[src/hw/rtl/bpq_pkg.sv]
// Shared types and constants for the bounded priority queue.
`default_nettype none

package bpq_pkg;

	localparam int BPQ_DEPTH     = 16;
	localparam int PRIORITY_BITS = 8;
	localparam int PAYLOAD_BITS  = 32;
	localparam int FILL_W        = 5;

	typedef enum logic {
		CMD_INSERT  = 1'b0,
		CMD_EXTRACT = 1'b1
	} cmd_t;

	typedef enum logic [1:0] {
		ST_DONE  = 2'd0,
		ST_FULL  = 2'd1,
		ST_EMPTY = 2'd2
	} status_t;

	typedef struct packed {
		logic [PRIORITY_BITS-1:0] prio;
		logic [PAYLOAD_BITS-1:0]  data;
	} entry_t;

	typedef struct packed {
		cmd_t                            cmd;
		logic [PRIORITY_BITS-1:0]        priority_req;
		logic signed [PAYLOAD_BITS-1:0]  payload;
	} req_t;

	typedef struct packed {
		status_t                         status;
		logic [PRIORITY_BITS-1:0]        out_priority;
		logic signed [PAYLOAD_BITS-1:0]  out_payload;
		logic [FILL_W-1:0]               fill_count;
	} rsp_t;

endpackage

`default_nettype wire

[src/hw/rtl/bpq_mem.sv]
// Entry store: one write port, one read port with registered read data.
`default_nettype none

module bpq_mem import bpq_pkg::*; #(
	parameter int QUEUE_DEPTH = BPQ_DEPTH,
	localparam int AW = (QUEUE_DEPTH > 1) ? $clog2(QUEUE_DEPTH) : 1
) (
	input  wire logic          clk,
	input  wire logic          we,
	input  wire logic [AW-1:0] waddr,
	input  wire entry_t        wdata,
	input  wire logic          re,
	input  wire logic [AW-1:0] raddr,
	output entry_t             rdata
);

	entry_t store_q [QUEUE_DEPTH];
	entry_t rdata_q;

	// write one entry, read one entry per cycle
	always_ff @(posedge clk) begin
		if (we) begin
			store_q[waddr] <= wdata;
		end
		if (re) begin
			rdata_q <= store_q[raddr];
		end
	end

	assign rdata = rdata_q;

endmodule

`default_nettype wire

[src/hw/rtl/bpq_seq.sv]
// Sequencer: insert, linear max scan with a shared compare, and gap compaction.
`default_nettype none

module bpq_seq import bpq_pkg::*; #(
	parameter int QUEUE_DEPTH = BPQ_DEPTH,
	localparam int AW = (QUEUE_DEPTH > 1) ? $clog2(QUEUE_DEPTH) : 1,
	localparam int CW = $clog2(QUEUE_DEPTH + 1)
) (
	input  wire logic          clk,
	input  wire logic          arst_n,
	input  wire logic          req_valid,
	output logic               req_stall,
	input  wire req_t          req,
	output logic               res_valid,
	input  wire logic          res_ready,
	output rsp_t               res,
	output logic               mem_we,
	output logic [AW-1:0]      mem_waddr,
	output entry_t             mem_wdata,
	output logic               mem_re,
	output logic [AW-1:0]      mem_raddr,
	input  wire entry_t        mem_rdata
);

	typedef enum logic [1:0] {
		S_IDLE,
		S_SCAN,
		S_SHIFT,
		S_FINISH
	} state_t;

	localparam logic [AW-1:0] LAST_SLOT = AW'(QUEUE_DEPTH - 1);
	localparam logic [CW-1:0] FULL_CNT  = CW'(QUEUE_DEPTH);

	state_t        state_q;
	logic [AW-1:0] head_q;
	logic [AW-1:0] tail_q;
	logic [CW-1:0] count_q;
	logic [AW-1:0] rd_ptr_q;
	logic [CW-1:0] issued_q;
	logic          rvalid_q;
	logic [CW-1:0] cmp_idx_q;
	logic [AW-1:0] cmp_addr_q;
	entry_t        best_q;
	logic [AW-1:0] best_idx_q;
	logic [AW-1:0] best_addr_q;
	logic [AW-1:0] src_ptr_q;
	logic [AW-1:0] dst_q;
	logic [AW-1:0] sh_left_q;
	logic          pend_q;
	logic [AW-1:0] pend_dst_q;
	rsp_t          res_q;

	logic          accept;
	logic          take;
	logic          scan_last;
	entry_t        nb_entry;
	logic [AW-1:0] nb_idx;
	logic [AW-1:0] nb_addr;

	function automatic logic [AW-1:0] inc_slot(input logic [AW-1:0] a);
		return (a == LAST_SLOT) ? '0 : a + 1'b1;
	endfunction

	function automatic logic [AW-1:0] dec_slot(input logic [AW-1:0] a);
		return (a == '0) ? LAST_SLOT : a - 1'b1;
	endfunction

	assign req_stall = (state_q != S_IDLE);
	assign accept    = req_valid && (state_q == S_IDLE);
	assign res_valid = (state_q == S_FINISH);
	assign res       = res_q;

	// shared compare: first entry seeds, strictly larger replaces (oldest wins ties)
	assign take      = (cmp_idx_q == '0) || (mem_rdata.prio > best_q.prio);
	assign scan_last = rvalid_q && (cmp_idx_q == count_q - 1'b1);
	assign nb_entry  = take ? mem_rdata : best_q;
	assign nb_idx    = take ? AW'(cmp_idx_q) : best_idx_q;
	assign nb_addr   = take ? cmp_addr_q : best_addr_q;

	// drive the store ports
	always_comb begin
		mem_we    = 1'b0;
		mem_waddr = tail_q;
		mem_wdata = '{prio: req.priority_req, data: req.payload};
		mem_re    = 1'b0;
		mem_raddr = head_q;
		unique case (state_q)
			S_IDLE: begin
				if (accept && req.cmd == CMD_INSERT && count_q != FULL_CNT) begin
					mem_we = 1'b1;
				end
				if (accept && req.cmd == CMD_EXTRACT && count_q != '0) begin
					mem_re = 1'b1;
				end
			end
			S_SCAN: begin
				if (issued_q < count_q) begin
					mem_re    = 1'b1;
					mem_raddr = rd_ptr_q;
				end
			end
			S_SHIFT: begin
				if (sh_left_q != '0) begin
					mem_re    = 1'b1;
					mem_raddr = src_ptr_q;
				end
				if (pend_q) begin
					mem_we    = 1'b1;
					mem_waddr = pend_dst_q;
					mem_wdata = mem_rdata;
				end
			end
			S_FINISH: begin
			end
			default: begin
			end
		endcase
	end

	// state and registered results
	always_ff @(posedge clk or negedge arst_n) begin
		if (!arst_n) begin
			state_q     <= S_IDLE;
			head_q      <= '0;
			tail_q      <= '0;
			count_q     <= '0;
			rd_ptr_q    <= '0;
			issued_q    <= '0;
			rvalid_q    <= 1'b0;
			cmp_idx_q   <= '0;
			cmp_addr_q  <= '0;
			best_q      <= '0;
			best_idx_q  <= '0;
			best_addr_q <= '0;
			src_ptr_q   <= '0;
			dst_q       <= '0;
			sh_left_q   <= '0;
			pend_q      <= 1'b0;
			pend_dst_q  <= '0;
			res_q       <= '0;
		end else begin
			unique case (state_q)
				S_IDLE: begin
					if (accept) begin
						res_q <= '0;
						if (req.cmd == CMD_INSERT) begin
							state_q <= S_FINISH;
							if (count_q == FULL_CNT) begin
								res_q.status     <= ST_FULL;
								res_q.fill_count <= FILL_W'(count_q);
							end else begin
								tail_q           <= inc_slot(tail_q);
								count_q          <= count_q + 1'b1;
								res_q.status     <= ST_DONE;
								res_q.fill_count <= FILL_W'(count_q + 1'b1);
							end
						end else if (count_q == '0) begin
							state_q      <= S_FINISH;
							res_q.status <= ST_EMPTY;
						end else begin
							// first read of the scan goes out now
							state_q    <= S_SCAN;
							rd_ptr_q   <= inc_slot(head_q);
							issued_q   <= CW'(1);
							rvalid_q   <= 1'b1;
							cmp_idx_q  <= '0;
							cmp_addr_q <= head_q;
						end
					end
				end
				S_SCAN: begin
					// advance the read pointer
					if (issued_q < count_q) begin
						rd_ptr_q   <= inc_slot(rd_ptr_q);
						issued_q   <= issued_q + 1'b1;
						rvalid_q   <= 1'b1;
						cmp_addr_q <= rd_ptr_q;
					end else begin
						rvalid_q <= 1'b0;
					end
					// compare the returning entry
					if (rvalid_q) begin
						cmp_idx_q   <= cmp_idx_q + 1'b1;
						best_q      <= nb_entry;
						best_idx_q  <= nb_idx;
						best_addr_q <= nb_addr;
					end
					if (scan_last) begin
						head_q             <= inc_slot(head_q);
						count_q            <= count_q - 1'b1;
						res_q.status       <= ST_DONE;
						res_q.out_priority <= nb_entry.prio;
						res_q.out_payload  <= nb_entry.data;
						res_q.fill_count   <= FILL_W'(count_q - 1'b1);
						rvalid_q           <= 1'b0;
						if (nb_idx == '0) begin
							state_q <= S_FINISH;
						end else begin
							state_q   <= S_SHIFT;
							src_ptr_q <= dec_slot(nb_addr);
							dst_q     <= nb_addr;
							sh_left_q <= nb_idx;
							pend_q    <= 1'b0;
						end
					end
				end
				S_SHIFT: begin
					// move older entries one slot toward the tail
					if (sh_left_q != '0) begin
						src_ptr_q  <= dec_slot(src_ptr_q);
						sh_left_q  <= sh_left_q - 1'b1;
						pend_q     <= 1'b1;
						pend_dst_q <= dst_q;
						dst_q      <= src_ptr_q;
					end else begin
						pend_q <= 1'b0;
					end
					if (pend_q && sh_left_q == '0) begin
						state_q <= S_FINISH;
					end
				end
				S_FINISH: begin
					if (res_ready) begin
						state_q <= S_IDLE;
					end
				end
				default: begin
					state_q <= S_IDLE;
				end
			endcase
		end
	end

	a_count_bound: assert property (@(posedge clk) disable iff (!arst_n)
		count_q <= FULL_CNT)
		else $error("entry count above depth");

	a_scan_issue: assert property (@(posedge clk) disable iff (!arst_n)
		(state_q == S_SCAN) |-> (issued_q <= count_q))
		else $error("scan read past held entries");

	a_write_state: assert property (@(posedge clk) disable iff (!arst_n)
		mem_we |-> (state_q == S_IDLE || state_q == S_SHIFT))
		else $error("store write outside insert or compaction");

	a_insert_count: assert property (@(posedge clk) disable iff (!arst_n)
		(accept && req.cmd == CMD_INSERT && count_q != FULL_CNT)
		|=> (count_q == $past(count_q) + 1'b1))
		else $error("insert did not bump count");

	a_empty_res: assert property (@(posedge clk) disable iff (!arst_n)
		(res_valid && res.status == ST_EMPTY) |-> (count_q == '0))
		else $error("empty reported with entries held");

endmodule

`default_nettype wire

[src/hw/rtl/bounded_priority_queue_top.sv]
// Top level of the bounded priority queue: sequencer, entry store, result register.
// Insert, full insert and empty extract: the result is registered in the sequencer, then in the output register.
// Extract scans the held entries oldest first, then shifts the older ones into the gap when
// the oldest does not win; both steps share the single read port of the store.
// One item at a time, the next beat taken once the result has moved to the output register.
// Reset clears pointers, count and handshakes; store contents stay undefined.
`default_nettype none

module bounded_priority_queue_top import bpq_pkg::*; #(
	parameter int QUEUE_DEPTH = BPQ_DEPTH
) (
	input  wire logic clk,
	input  wire logic arst_n,
	input  wire logic req_valid,
	output logic      req_stall,
	input  wire req_t req,
	output logic      rsp_valid,
	input  wire logic rsp_stall,
	output rsp_t      rsp
);

	localparam int AW = (QUEUE_DEPTH > 1) ? $clog2(QUEUE_DEPTH) : 1;

	logic          res_valid;
	logic          res_ready;
	rsp_t          res;
	logic          mem_we;
	logic [AW-1:0] mem_waddr;
	entry_t        mem_wdata;
	logic          mem_re;
	logic [AW-1:0] mem_raddr;
	entry_t        mem_rdata;
	logic          rsp_valid_q;
	rsp_t          rsp_q;

	bpq_seq #(.QUEUE_DEPTH(QUEUE_DEPTH)) u_seq (
		.clk       (clk),
		.arst_n    (arst_n),
		.req_valid (req_valid),
		.req_stall (req_stall),
		.req       (req),
		.res_valid (res_valid),
		.res_ready (res_ready),
		.res       (res),
		.mem_we    (mem_we),
		.mem_waddr (mem_waddr),
		.mem_wdata (mem_wdata),
		.mem_re    (mem_re),
		.mem_raddr (mem_raddr),
		.mem_rdata (mem_rdata)
	);

	bpq_mem #(.QUEUE_DEPTH(QUEUE_DEPTH)) u_mem (
		.clk   (clk),
		.we    (mem_we),
		.waddr (mem_waddr),
		.wdata (mem_wdata),
		.re    (mem_re),
		.raddr (mem_raddr),
		.rdata (mem_rdata)
	);

	// load the output beat when the register is empty or being drained
	assign res_ready = !rsp_valid_q || !rsp_stall;

	always_ff @(posedge clk or negedge arst_n) begin
		if (!arst_n) begin
			rsp_valid_q <= 1'b0;
			rsp_q       <= '0;
		end else if (res_ready) begin
			rsp_valid_q <= res_valid;
			if (res_valid) begin
				rsp_q <= res;
			end
		end
	end

	assign rsp_valid = rsp_valid_q;
	assign rsp       = rsp_q;

endmodule

`default_nettype wire

[config.mk]
export PLATFORM = sky130hd
export DESIGN_NAME = bounded_priority_queue_top
export DESIGN_NICKNAME = d
export VERILOG_FILES = /design/src/hw/rtl/bpq_pkg.sv /design/src/hw/rtl/bpq_mem.sv /design/src/hw/rtl/bpq_seq.sv /design/src/hw/rtl/bounded_priority_queue_top.sv
export SDC_FILE = /design/constraint.sdc
export NUM_CORES = 1
export LEC_CHECK = 0
export BUFFER_PORTS_ARGS = -buffer_cell sky130_fd_sc_hd__buf_2
export CAP_MARGIN = 30
export CORE_MARGIN = 2
export CORE_UTILIZATION = 45
export DETAILED_ROUTE_END_ITERATION = 16
export SYNTH_ARGS = -nofsm -noshare
export SYNTH_HDL_FRONTEND = slang
export SYNTH_HIERARCHICAL = 1
export SYNTH_SLANG_ARGS = --single-unit
export TNS_END_PERCENT = 30
[constraint.sdc]
create_clock -name clk -period 11.39 [get_ports clk]
set_input_delay 0 -clock clk [delete_from_list [all_inputs] [get_ports clk]]
set_output_delay 0 -clock clk [all_outputs]
set_load 0.01 [all_outputs]
* Word-level counts from Yosys, hierarchy flattened
Memories as Yosys holds them, arrays and structs flattened. A register that Yosys moved wholly into a read port is not among the register bits.
Cells that the tools add are included.
** Word-level totals
- Input port bits :: 45
- Latch bits :: 0
- Memories :: 1
- Flip-flop bits (word level) :: 194
- RAM bits :: 640
- Output and inout bits :: 49
- ROM bits :: 0
- Word-level logic and storage cells :: 182
** Operators by class
- $add $sub $neg :: 10
- Bitwise operators :: 2
- Divide/modulo/power cells :: 0
- Reductions and logical operators :: 36
- Equal/unequal tests :: 20
- Order comparisons :: 2
- Multipliers :: 0
- Shift-type cells :: 0
- Multiplexer cells :: 84
** Memory list
- u_mem.store_q :: depth 16, bits a word 40, rd ports 1, clocked after memory_dff 1, write ports 1, RTL line bpq_mem.sv:17 : entry_t store_q [QUEUE_DEPTH];
** Operators with widths (count)
- 2-to-1 mux 40 bit :: 3
- 2-to-1 mux 4 bit :: 28
- 2-to-1 mux 47 bit :: 2
- one-hot mux 47 bit (2 select lines) :: 1
- 2-to-1 mux 5 bit :: 13
- one-hot mux 4 bit (2 select lines) :: 6
- one-hot mux 5 bit (2 select lines) :: 3
- AND reduction 4 bit :: 5
- logical NOT 4 bit :: 4
- 2-to-1 mux 2 bit :: 8
- adder 5 x 1 -> 5 bit, second input constant :: 3
- 2-to-1 mux 1 bit :: 15
- inequality test 2 x 1 -> 1 bit, second input constant :: 7
- adder 4 x 1 -> 4 bit, second input constant :: 3
- == test 4 bit, second input constant :: 3
- subtractor 4 x 1 -> 4 bit, second input constant :: 3
- logical NOT 5 bit :: 2
- AND reduction 5 bit :: 2
- > comparator 8 bit :: 1
- inequality test 2 bit, second input constant :: 4
- one-hot mux 2 bit (4 select lines) :: 1
- AND reduction 2 bit :: 4
- logical AND 1 bit :: 7
- one-hot mux 1 bit (2 select lines) :: 3
- other kinds (16) :: 23

* Depth between registers and ports, before layout
- Word-level depth :: 8
- Gate-level depth with buffers :: 15
- Mapped depth without buffers :: 12

* Cells and area by module
The synthesis kept the hierarchy.
** By module, submodules not included
- bpq_mem :: instances 1, area each 25532.0 um2, cells an instance 1040, seq. area each 20419.6 um2
- bpq_seq :: instances 1, area each 8216.6 um2, cells an instance 783, seq. area each 3653.5 um2
- bounded_priority_queue_top :: instances 1, area each 1943.1 um2, cells an instance 103, seq. area each 1201.2 um2

* Least setup slack after synthesis
Ideal clock, no wire load.
- Kind :: register to register
- Start :: register u_seq.state_q[0]
- End :: memory u_mem/store_q[0][0] (netlist bit) (enable)
- Stages on the path, launching flop included :: 9
- Path buffers :: 2
- Slack :: 6.021 ns
- Data required time :: 10.903 ns
- Setup time :: 0.487 ns
- Arrival :: 4.882 ns
- Period minus slack after synthesis :: 5.369 ns
- Cell sequence :: dfrtp_1 > inv_1 > ha_1 > buf_1 > and3_1 > clkbuf_1 > a21o_1 > or3b_2 > nor3_1
** Between the ends
- Longest elaborated chain between the ends :: 8
- Elaborated cells between the ends (all ways) :: 10
- Classes of those cells :: 1 x eq/ne; 5 x mux; 4 x reduce/logical
** Ends and longest elaborated chain
- start, declared :: RTL line bpq_seq.sv:35 : state_t state_q;
- start signal, assigned :: RTL line bpq_seq.sv:124 : state_q <= S_IDLE;
- start signal, assigned :: RTL line bpq_seq.sv:148 : state_q <= S_FINISH;
- start signal, assigned :: RTL line bpq_seq.sv:159 : state_q <= S_FINISH;
- logical NOT 2 bit :: RTL line bpq_seq.sv:70, bpq_seq.sv:88
- logical AND 1 bit :: RTL line bpq_seq.sv:70 : assign accept = req_valid && (state_q == S_IDLE);
- logical AND 1 bit (2 in series) :: RTL line bpq_seq.sv:90 : if (accept && req.cmd == CMD_INSERT && count_q != FULL_CNT) begin
- 2-to-1 mux 1 bit :: RTL line bpq_seq.sv:90
- one-hot mux 1 bit (2 select lines) * :: RTL line bpq_seq.sv:88 : unique case (state_q)
- named net mem_we :: RTL line bounded_priority_queue_top.sv:27 : logic mem_we;
- 2-to-1 mux 1 bit * :: RTL line bpq_mem.sv:22 : if (we) begin
- 2-to-1 mux 1 bit (not written as such) * :: RTL line bpq_mem.sv:23 : store_q[waddr] <= wdata;
- end, declared :: RTL line bpq_mem.sv:17
The timed path passes the listed nets; every way through them passes the cells marked *.

* Worst setup path in the final report
- Start :: register u_seq.state_q[0]
- End :: register u_mem/rdata[21] (netlist name)
** Between the ends
- Elaborated cells between the ends (all ways) :: 9
- Classes of those cells :: 2 x eq/ne; 3 x mux; 4 x reduce/logical
** RTL lines
- == test 2 bit / == test 2 x 1 -> 1 bit (equally long branches) :: RTL line bpq_seq.sv:88
- one-hot mux 4 bit (2 select lines) * :: RTL line bpq_seq.sv:88
- named net mem_raddr[0] :: RTL line bounded_priority_queue_top.sv:31 : logic [AW-1:0] mem_raddr;
Marked as above.
A chain may end at the register's enable or synchronous reset.

==> metrics.txt <==
worst reg-to-reg path cell count=11; row cnt=103; Post-synth EDFFs=680; Hold Buf Count CTS=46; Num CTS Buffers=91; crit-path cells=inv_1 -> ha_1 -> inv_1 -> nor2_1 -> a22o_1 -> a22o_4 -> buf_4 -> buf_4 -> mux4_1 -> a22oi_1 -> nand2_1; combinational fraction of design power=35.2%; CP Launch Type=register; post-synthesis cell count=1926; Static Leak=0.0145 uW; initial antenna violation count=2; Sink Count=874; Skew-Pair Late Insertion Delay=0.65 ns; setup_tns=0 ns; io pins=94; Placed Area=37300 um^2; Post-CTS Setup Inserts=0; WP data arrival=5.83 ns; Clock Skew=0.0229 ns; final worst path period share=47.7%; Residual DRC=0; number of synthesized register bits=874; post-synth top area cell=edfxtp_1; top_reg_cell synth=edfxtp_1; post-synth net total=1999; Seq pwr share=39.0%; CP required=11.78 ns; via count=18481; Crit. End Element=register; Power Internal=7510 uW; Final nets=2169; Yosys cell types=75; status=complete, no violations; Slew @ Worst Pin=1.02 ns; die height=286 um; setup ws final=5.95 ns; worst stage delay on the critical path=0.84 ns; HPWL Detailed=44100 um; vias per cell=5.73; Starting Density=45.3%; largest net degree at the start of global routing=76; maximum fanout along the worst path=48; wire length per cell=25.7 um; WL final=82900 um; final core utilization=51.8%; port buffer count=93; first-pass GRT wire length=124000 um; worst setup path endpoint=u_mem/rdata[21]$_DFFE_PP_; Sw Pwr=3750 uW; worst setup path class=register to register; Clk pin slew, worst setup/hold paths=0.06 ns; Cell Area, Synth=35700 um^2; pre-CTS setup slack=5.87 ns; Rel. slew slack=31.8%; Final Non-Filler Cells=3225; fin. max-slew vios=0; Finish-stage setup viols=0; FFs w/ async S/R, synth=22.2%; Clock Path Buffers=3; top-count cell post-synth=edfxtp_1; synth top area cells=edfxtp_1 57%, dfrtp_1 14%, mux4_2 6.3%, mux4_1 4.4%, mux2_2 3.7%; fin area=40800 um^2; RSZ-0062 raised after global routing=false; sequential share of the synthesized area=70.8%; drt pass-1 iters=5; CP startpoint=u_seq/state_q[0]$_DFFE_PN0P_; width of the die=286 um; number of gates resized after CTS=0; Clock power frac=25.9%; PwrDens=276 nW/um^2; share of cells above drive strength 1=26.1%; die area=81600 um^2; syn_area_per_cell=18.5 um^2; Fillers=6220; number of global-route vias before repair=19132; crit path time final=5.44 ns; endpoint of the lowest-slack register-to-register path=u_mem/rdata[21]$_DFFE_PP_; H-tree depth=3; Final Wtd Congestion=0.781; Slowest-stage cell, CP=buf_4; hold crit path type=input port to register; reg2reg setup slack=5.95 ns; Fmax achieved=0.184 GHz; GRT Resource Usage Total=20.5%; root buffer cell=clkbuf_16; reg2reg start=u_seq/state_q[0]$_DFFE_PN0P_; Placeable Area=78700 um^2; antenna violation net count after detailed routing=0; 1st-iter DRT viols=1687; CTS tree=done; Final Hold Fails=0; Peak VDD IR=0.193 mV; Commonest cells post-synth=680 x edfxtp_1, 194 x dfrtp_1, 138 x nand2_1, 116 x mux2_2, 100 x mux4_2; Area growth syn-to-layout=14.2%; total grt overflow=0; Synth Warn #=6; Net Sw Frac=33.3%; Synth top area share=57.2%; Placed Cells=3005; MaxCap Viol Count=0
[routing by layer]
metal  global-route usage (%)  up-vias  routed length, um
li1                         -     8043                  -
met1                     27.8     9834              35400
met2                     35.2      502              42300
met3                     2.73      102               3910
met4                     5.35        0               1330
met5                        0        -                  0
[critical path, delay by kind of cell (launching register included)]
kind                       cells  cell delay (ns)
buffers and inverters          4             1.86
AOI/OAI and AO/OA              3             0.82
adders and majority gates      1             0.72
muxes                          1             0.66
and+or+nand+nor                2             0.60
DFF                            1             0.44
[stage by stage]
stage                     hold slack (ns)  total power, uW
after floorplan                    -0.296             7480
after global placement             0.0393             8320
after detailed placement           0.0497             8430
after CTS                           0.202            11400
after global routing                0.224            11900
final                               0.220            11300
[area by class of cell]
type                            instances  area, um^2  share of cell area [%]
Tap cell                             1050        1310                    3.22
Antenna cell                            1        2.50                 0.00614
Clock buffer                          119        2500                    6.14
Clock inverter                         52         465                    1.14
Sequential cell                       874       25300                    62.0
Timing Repair Buffer                  180        1330                    3.25
Multi-Input combinational cell        919        9770                    24.0
Inverter                               30         113                   0.276
[power groups by stage]
stage | clock, uW | sequential, uW | combinational, uW
finish | 2910 | 4390 | 3960
global route | 3110 | 4440 | 4310
CTS | 2980 | 4390 | 4000
detailed placement | 0 | 4450 | 3980
global placement | 0 | 4430 | 3890
floorplan | 0 | 4350 | 3130
[cell families after synthesis]
group / share of synthesized area (%)
buffers and inverters: 2.33
xor gates and xnor gates: 0.536
muxes: 17.1
DFF: 70.8
adders and majority gates: 0.982
and+or+nand+nor: 3.35
AOI/OAI and AO/OA: 4.88
[worst min-delay path by stage]
stage | cells past startpoint | end | slack, ns | start
finish | 4 | rsp_valid$_DFFE_PN0P_ | 0.22 | rsp_stall
CTS | 4 | rsp_valid$_DFFE_PN0P_ | 0.20 | rsp_stall
floorplan | 0 | rsp[0]$_DFFE_PN0P_ | -0.30 | arst_n
detailed placement | 1 | rsp[41]$_DFFE_PN0P_ | 0.05 | arst_n
global placement | 1 | rsp[41]$_DFFE_PN0P_ | 0.04 | arst_n
global route | 4 | rsp_valid$_DFFE_PN0P_ | 0.22 | rsp_stall
[placed cells by master (no fill, tap or decap), types with 37 or more instances in the layout]
master,count
o21ai_1,40
clkbuf_16,93
nand2_1,137
mux4_1,60
mux2i_1,52
buf_4,37
edfxtp_1,680
dfrtp_1,194
dlygate4sd3_1,45
mux2_2,116
a22oi_1,84
buf_2,92
mux4_2,100
[flip-flops by register name, summed over array words and instances (netlist names), 5 cells and up]
register / flops
u_mem/store_q: 640
u_seq/cmp_idx_q: 5
u_seq/count_q: 5
u_seq/best_q: 40
u_seq/issued_q: 5
u_seq/res: 47
rsp: 47
u_mem/rdata: 40
No activity file was read; power rests on OpenSTA's default activity.
